`src/assert_macros.svh`:
```
// assertion helpers shared by the rtl
`ifndef ASSERT_MACROS_SVH
`define ASSERT_MACROS_SVH

// property must hold at every clock edge outside reset
`define ASSERT_PROP(label, prop, msg) \
   label: assert property (@(posedge clock) disable iff (reset) (prop)) else $error(msg);

// condition must never be seen outside reset
`define ASSERT_NEVER(label, cond, msg) \
   label: assert property (@(posedge clock) disable iff (reset) !(cond)) else $error(msg);

`endif

```
`src/oaid_pkg.sv`:
```
`default_nettype none

package oaid_pkg;

   // storage geometry
   localparam int DEPTH      = 256;
   localparam int WORD_BITS  = 32;
   localparam int IDX_BITS   = (DEPTH > 1) ? $clog2(DEPTH) : 1;
   localparam int COUNT_BITS = $clog2(DEPTH + 1);
   localparam int CMP_BITS   = (COUNT_BITS > 9) ? COUNT_BITS : 9;

   // read reduction grouping
   localparam int GROUP_SIZE = 16;
   localparam int NUM_GROUPS = (DEPTH + GROUP_SIZE - 1) / GROUP_SIZE;

   // request function codes
   localparam logic [2:0] FUNC_PUSH   = 3'd0;
   localparam logic [2:0] FUNC_POP    = 3'd1;
   localparam logic [2:0] FUNC_INSERT = 3'd2;
   localparam logic [2:0] FUNC_DELETE = 3'd3;
   localparam logic [2:0] FUNC_READ   = 3'd4;
   localparam logic [2:0] FUNC_RESIZE = 3'd5;

   // response status codes
   localparam logic [1:0] STAT_OK      = 2'd0;
   localparam logic [1:0] STAT_RANGE   = 2'd1;
   localparam logic [1:0] STAT_NOSPACE = 2'd2;

   // cell command codes
   localparam logic [1:0] CMD_HOLD   = 2'd0;
   localparam logic [1:0] CMD_WRITE  = 2'd1;
   localparam logic [1:0] CMD_INSERT = 2'd2;
   localparam logic [1:0] CMD_DELETE = 2'd3;

   typedef struct packed {
      logic [2:0]  func;
      logic [31:0] item_word;
      logic [7:0]  position;
      logic [8:0]  new_count;
   } req_type;

   typedef struct packed {
      logic [1:0]  status;
      logic [31:0] read_word;
      logic [8:0]  entry_count;
   } rsp_type;

   typedef struct packed {
      logic [1:0]           kind;
      logic [IDX_BITS-1:0]  pos;
      logic [WORD_BITS-1:0] word;
   } cell_cmd_type;

endpackage

`default_nettype wire

```
`src/oaid_cell.sv`:
```
`default_nettype none

module oaid_cell
   import oaid_pkg::*;
(
   input  wire logic                 clock,
   input  wire cell_cmd_type         cmd,
   input  wire logic [IDX_BITS-1:0]  cell_index,
   input  wire logic [IDX_BITS-1:0]  rd_pos,
   input  wire logic [WORD_BITS-1:0] left_word,
   input  wire logic [WORD_BITS-1:0] right_word,
   output logic      [WORD_BITS-1:0] word_out,
   output logic      [WORD_BITS-1:0] sel_word
);

   logic [WORD_BITS-1:0] word_ff;
   logic [WORD_BITS-1:0] word_in;

   // next entry value from the broadcast command
   always_comb begin
      word_in = word_ff;
      unique case (cmd.kind)
         CMD_HOLD: begin
            word_in = word_ff;
         end
         CMD_WRITE: begin
            if (cell_index == cmd.pos) word_in = cmd.word;
         end
         CMD_INSERT: begin
            if (cell_index == cmd.pos)     word_in = cmd.word;
            else if (cell_index > cmd.pos) word_in = left_word;
         end
         CMD_DELETE: begin
            if (cell_index >= cmd.pos) word_in = right_word;
         end
      endcase
   end

   always_ff @(posedge clock) begin
      word_ff <= word_in;
   end

   // neighbor hand-off and masked read contribution
   assign word_out = word_ff;
   assign sel_word = (cell_index == rd_pos) ? word_ff : '0;

endmodule

`default_nettype wire

```
`config.mk`:
```
export PLATFORM = sky130hd
export DESIGN_NAME = oaid_cell
export DESIGN_NICKNAME = d
export VERILOG_FILES = /design/src/assert_macros.svh /design/src/oaid_pkg.sv /design/src/oaid_cell.sv
export SDC_FILE = /design/constraint.sdc
export NUM_CORES = 1
export LEC_CHECK = 0
export ABC_AREA = 1
export BUFFER_PORTS_ARGS = -buffer_cell sky130_fd_sc_hd__buf_2
export CORE_MARGIN = 2
export CORE_UTILIZATION = 32
export DETAILED_ROUTE_END_ITERATION = 16
export GPL_TIMING_DRIVEN = 0
export PLACE_DENSITY = 0.72
export SLEW_MARGIN = 20
export SYNTH_ARGS = -nofsm -noshare
export SYNTH_HDL_FRONTEND = slang
export SYNTH_SLANG_ARGS = --single-unit
```
`constraint.sdc`:
```
create_clock -name clock -period 4.3 [get_ports clock]
set_clock_uncertainty 0.1 [all_clocks]
set_input_delay 1.29 -clock clock [delete_from_list [all_inputs] [get_ports clock]]
set_output_delay 1.29 -clock clock [all_outputs]
set_load 0.02 [all_outputs]
```
# After elaboration in Yosys (flattened, before gate mapping)
# Index checks and enable logic that the tools add are counted.
[totals]
elab_cells = 20
in_bits = 123
ff_bits = 32
[classes]
n_eq_ne = 8
n_mux = 6
bitwise = 1
n_reduce_logical = 2
magnitude_cmp = 2
[op_table]
columns = ["op", "n"]
rows = [
  ["$mux W32", 5],
  ["$pmux W32 S3", 1],
  ["$eq A8 B8 Y1", 2],
  ["$ge A8 B8 Y1", 1],
  ["$gt A8 B8 Y1", 1],
  ["$eq A2 B2 Y1 const B", 2],
  ["$ne A2 B2 Y1 const B", 2],
  ["$reduce_and A4 Y1", 1],
  ["$ne A3 B3 Y1 const B", 1],
  ["$eq A2 B1 Y1 const B", 1],
  ["$logic_not A2 Y1", 1],
  ["$not A1 Y1", 1],
]

# Depth between registers and ports, before layout
[logic_depth]
word_depth = 4
mapped_depth = 9
mapped_depth_nobuf = 9

# Least setup slack after synthesis
# Ideal clock, no wire load.
[synth_timing]
path_type = "in2reg"
from = "input port cmd[39] (netlist name)"
to = "register word_ff[0], in the netlist word_out[0], enable pin"
n_path_buf = 1
arrival_time_ns = 3.727
setup_time_ns = 0.432
slack_ns = 0.041
path_stages = 7
t_required_ns = 3.768
cell_sequence = "inv_1 -> ha_1 -> nand2_1 -> nor2_4 -> buf_4 -> nand2_1 -> a21oi_1"
[synth_between]
elab_chain_len = 3
elab_cells_between_ends = 7
cone_classes = "2 x order compare; 4 x eq/ne; 1 x reduce/logical"
[synth_rtl]
columns = ["item", "line", "source"]
rows = [
  ["start, declared", "oaid_cell.sv:7", "input wire cell_cmd_type cmd,"],
  ["$gt A8 B8 Y1 (tied with other cells)", "oaid_cell.sv:31", "else if (cell_index > cmd.pos) word_in = left_word;"],
  ["$ne A3 B3 Y1 (no line) / $ne A2 B2 Y1 (equally long branches)", "-", ""],
  ["$reduce_and A4 Y1 (no line) (*)", "-", ""],
  ["end signal, assigned", "oaid_cell.sv:40", "word_ff <= word_in;"],
  ["end, declared", "oaid_cell.sv:16", "logic [WORD_BITS-1:0] word_ff;"],
]
# Every way passes the cells marked *; elsewhere a longest branch is shown, timed or not.
# A chain may end at the register's enable or synchronous reset.

# Worst setup path in the final report
[layout_timing]
from = "input port rd_pos[1]"
to = "output port sel_word[8]"
[layout_between]
elab_chain_len = 2
[layout_rtl]
columns = ["item", "line", "source"]
rows = [
  ["start, declared", "oaid_cell.sv:9", "input wire logic [IDX_BITS-1:0] rd_pos,"],
  ["$eq A8 B8 Y1", "oaid_cell.sv:45", "assign sel_word = (cell_index == rd_pos) ? word_ff : '0;"],
  ["$mux W32", "oaid_cell.sv:45", ""],
  ["end, declared", "oaid_cell.sv:13", "output logic [WORD_BITS-1:0] sel_word"],
]
# No other way between the ends.

==> results.md <==
- Clk buf depth: 2
- First-pass GRT wire length: 13500 µm
- Initial antenna violation count: 0
- Post-synth cell types: 17
- CTS buffer count: 5
- Tightest hold margin: 1190 ps
- Combinational share of power: 0.291
- Most common cell after layout, fill and taps aside: buf_2
- WP data arrival: 2400 ps
- Post-synthesis compound-gate area fraction: 0.0105
- Post-CTS setup repair buffer count: 0
- #FFs+latches synth: 32
- P_sw: 307 µW
- Crit end category: output pin
- Core box area: 8260 µm²
- Critical path fanouts, max: 10
- Slowest-stage cell, CP: buf_2
- Gr ovfl total: 0
- Final setup vio count: 0
- First drt pass iteration count: 5
- Vias in the first global route: 2993
- IO Pins: 187
- Root Buffer: clkbuf_8
- Slowest stage delay, CP: 230 ps
- Flop pwr share: 0.411
- Detailed Place HPWL: 7210 µm
- Post-DRT Antenna Nets: 0
- Post-route DRC: 0
- Relative slew slack: 0.620
- Pins Over Slew Limit: 0
- Synth Area in Adders: 0.0366
- Worst hold path class: in2reg
- Layout cell share with drive strength beyond 1: 0.360
- Routed WL: 9110 µm
- Critical Path Source Type: input pin
- Clock Sinks: 32
- Setup slack after layout: 512 ps
- Synthesized area: 2740 µm²
- Inserted Diodes: 0
- PortBufs: 186
- Via Count: 3250
- Worst vdd ir: 0.107 mV
- Number of synthesized flops with an enable pin: 32
- Area delta synth->final: 44.2%
- Power per Cell Area: 250 nW/µm²
- Worst slack, placed: 495 ps
- Setup TNS: 0 ps
- Clk pwr share: 0.297
- Die Wd: 96.5 µm
- Design Power: 986 µW
- Ys async rst share: 0
- Tcrit/Tclk final: 0.881
- Synth Net Count: 531
- Commonest cells after routing, fill and taps aside: buf_2, nand2_1, inv_1
- RSZ-0062 raised after global routing: false
- Vias/cell: 4.64
- Largest family of logic cells by synthesized area: simple AND/OR/NAND/NOR gates
- Hold Buf Count CTS: 0
- Leak: 2.30 nW
- Initial core utilization: 0.331
- Violation count after the first detailed-route iteration: 111
- Synthesized instance count: 400
- Fin. Hold Viols: 0
- Die Ht: 96.5 µm
- Req. time, crit path: 2910 ps
- Largest net degree at the start of global routing: 20
- Reg clk slew, reported paths: 80 ps
- Proportion of synthesized area in mux cells: 0
- Switch share: 0.311
- Tmin final: 3790 ps
- Seq/Total Area, Yosys: 0.351
- CTS tree: done
- Die ar.: 9300 µm²
- Worst Tran Pin Value: 569 ps
- Top_reg_cell synth: edfxtp_1
- Total track usage: 0.189
- Post-Synth XOR/XNOR Area: 0.0256
- Max Cap Violations: 0
- Post-synthesis average cell area: 6.84 µm²
- Largest register FFs: 32
- Most used cell, CP: buf_2
- Status: finished clean
- Crit Path Category: in2out
- Post-layout nets: 725
- H-Tree Level Count: 2
- Site Rows: 33
- Drt wl/cell: 13.0 µm
- GP Congestion: 0.895
- Post-synthesis simple-gate area fraction: 0.421
- Internal: 679 µW
- Critical path, cell by cell: buf_2 > xnor2_1 > nand2_1 > nor2_1 > nand2_1 > buf_2 > nor2_1 > buf_2
- Synthesis Warnings: 0
- Post-CTS sizing: 0
- Fmax: 0.264 GHz
[power groups by stage]
stage               Combinational (mW)  Sequential (mW)  Clock [mW]
global route                     0.320            0.409       0.311
finish                           0.287            0.405       0.293
CTS                              0.289            0.405       0.295
floorplan                        0.115            0.454           0
global placement                 0.276            0.413           0
detailed placement               0.288            0.412           0
[metal layers]
| metal | vias to the layer above | routed length (µm) | track usage |
|---|---|---|---|
| met3 | 16 | 530 | 0.0225 |
| li1 | 1633 | - | - |
| met2 | 131 | 4760 | 0.361 |
| met1 | 1470 | 3650 | 0.219 |
| met4 | 0 | 174 | 0.0575 |
| met5 | - | 0 | 0 |
[metrics by stage]
step,utilization,cells,area [µm²]
2_1_floorplan,-,400,2740
3_3_place_gp,0.460,691,3800
3_5_place_dp,0.465,692,3840
4_1_cts,0.478,700,3940
5_1_grt,0.478,700,3940
6_report,0.478,700,3940
[final timing paths]
| check | from | to | slack, ps | depth (start not counted) |
|---|---|---|---|---|
| min | right_word[7] | word_out[7] | 1190 | 3 |
| max | rd_pos[1] | sel_word[8] | 510 | 8 |
[synthesized netlist by cell type, types with 2 or more instances]
cell type  number  area share
nand3b_1       31       0.085
nor2_1         37       0.051
ha_1            8       0.037
nor2_4          2      0.0082
buf_6           3       0.012
buf_2           6       0.011
clkbuf_1        6      0.0082
edfxtp_1       32        0.35
a21oi_1         4      0.0073
nand3_1        65        0.12
inv_1          77        0.11
xnor2_1         8       0.026
buf_4           6       0.016
nand2_1       112        0.15
[logic make-up (layout without fill, tap and decap cells)]
kind of cell               after synthesis  count (layout)
and+or+nand+nor                        248             248
buffers and inverters                   99             294
DFF                                     32              32
adders and majority gates                8               8
xor gates and xnor gates                 8               8
AOI/OAI and AO/OA                        5               5
[worst max-delay path, delay by kind of cell]
family	cells	cell delay (ps)
AND/OR/NAND/NOR	4	450
buffers and inverters	3	500
XOR/XNOR	1	150
[layout make-up]
class                   instances  area, µm²
plain buffers                  21        131
clock buffers                   6       72.6
clock inverters                 2       35.0
fillers                       887       4310
inverters                      78        293
multi-input cells             269       1360
flip-flops and latches         32        961
well taps                     105        131
repair buffers                187        958
Note: power is estimated with default switching activity, not from simulation.
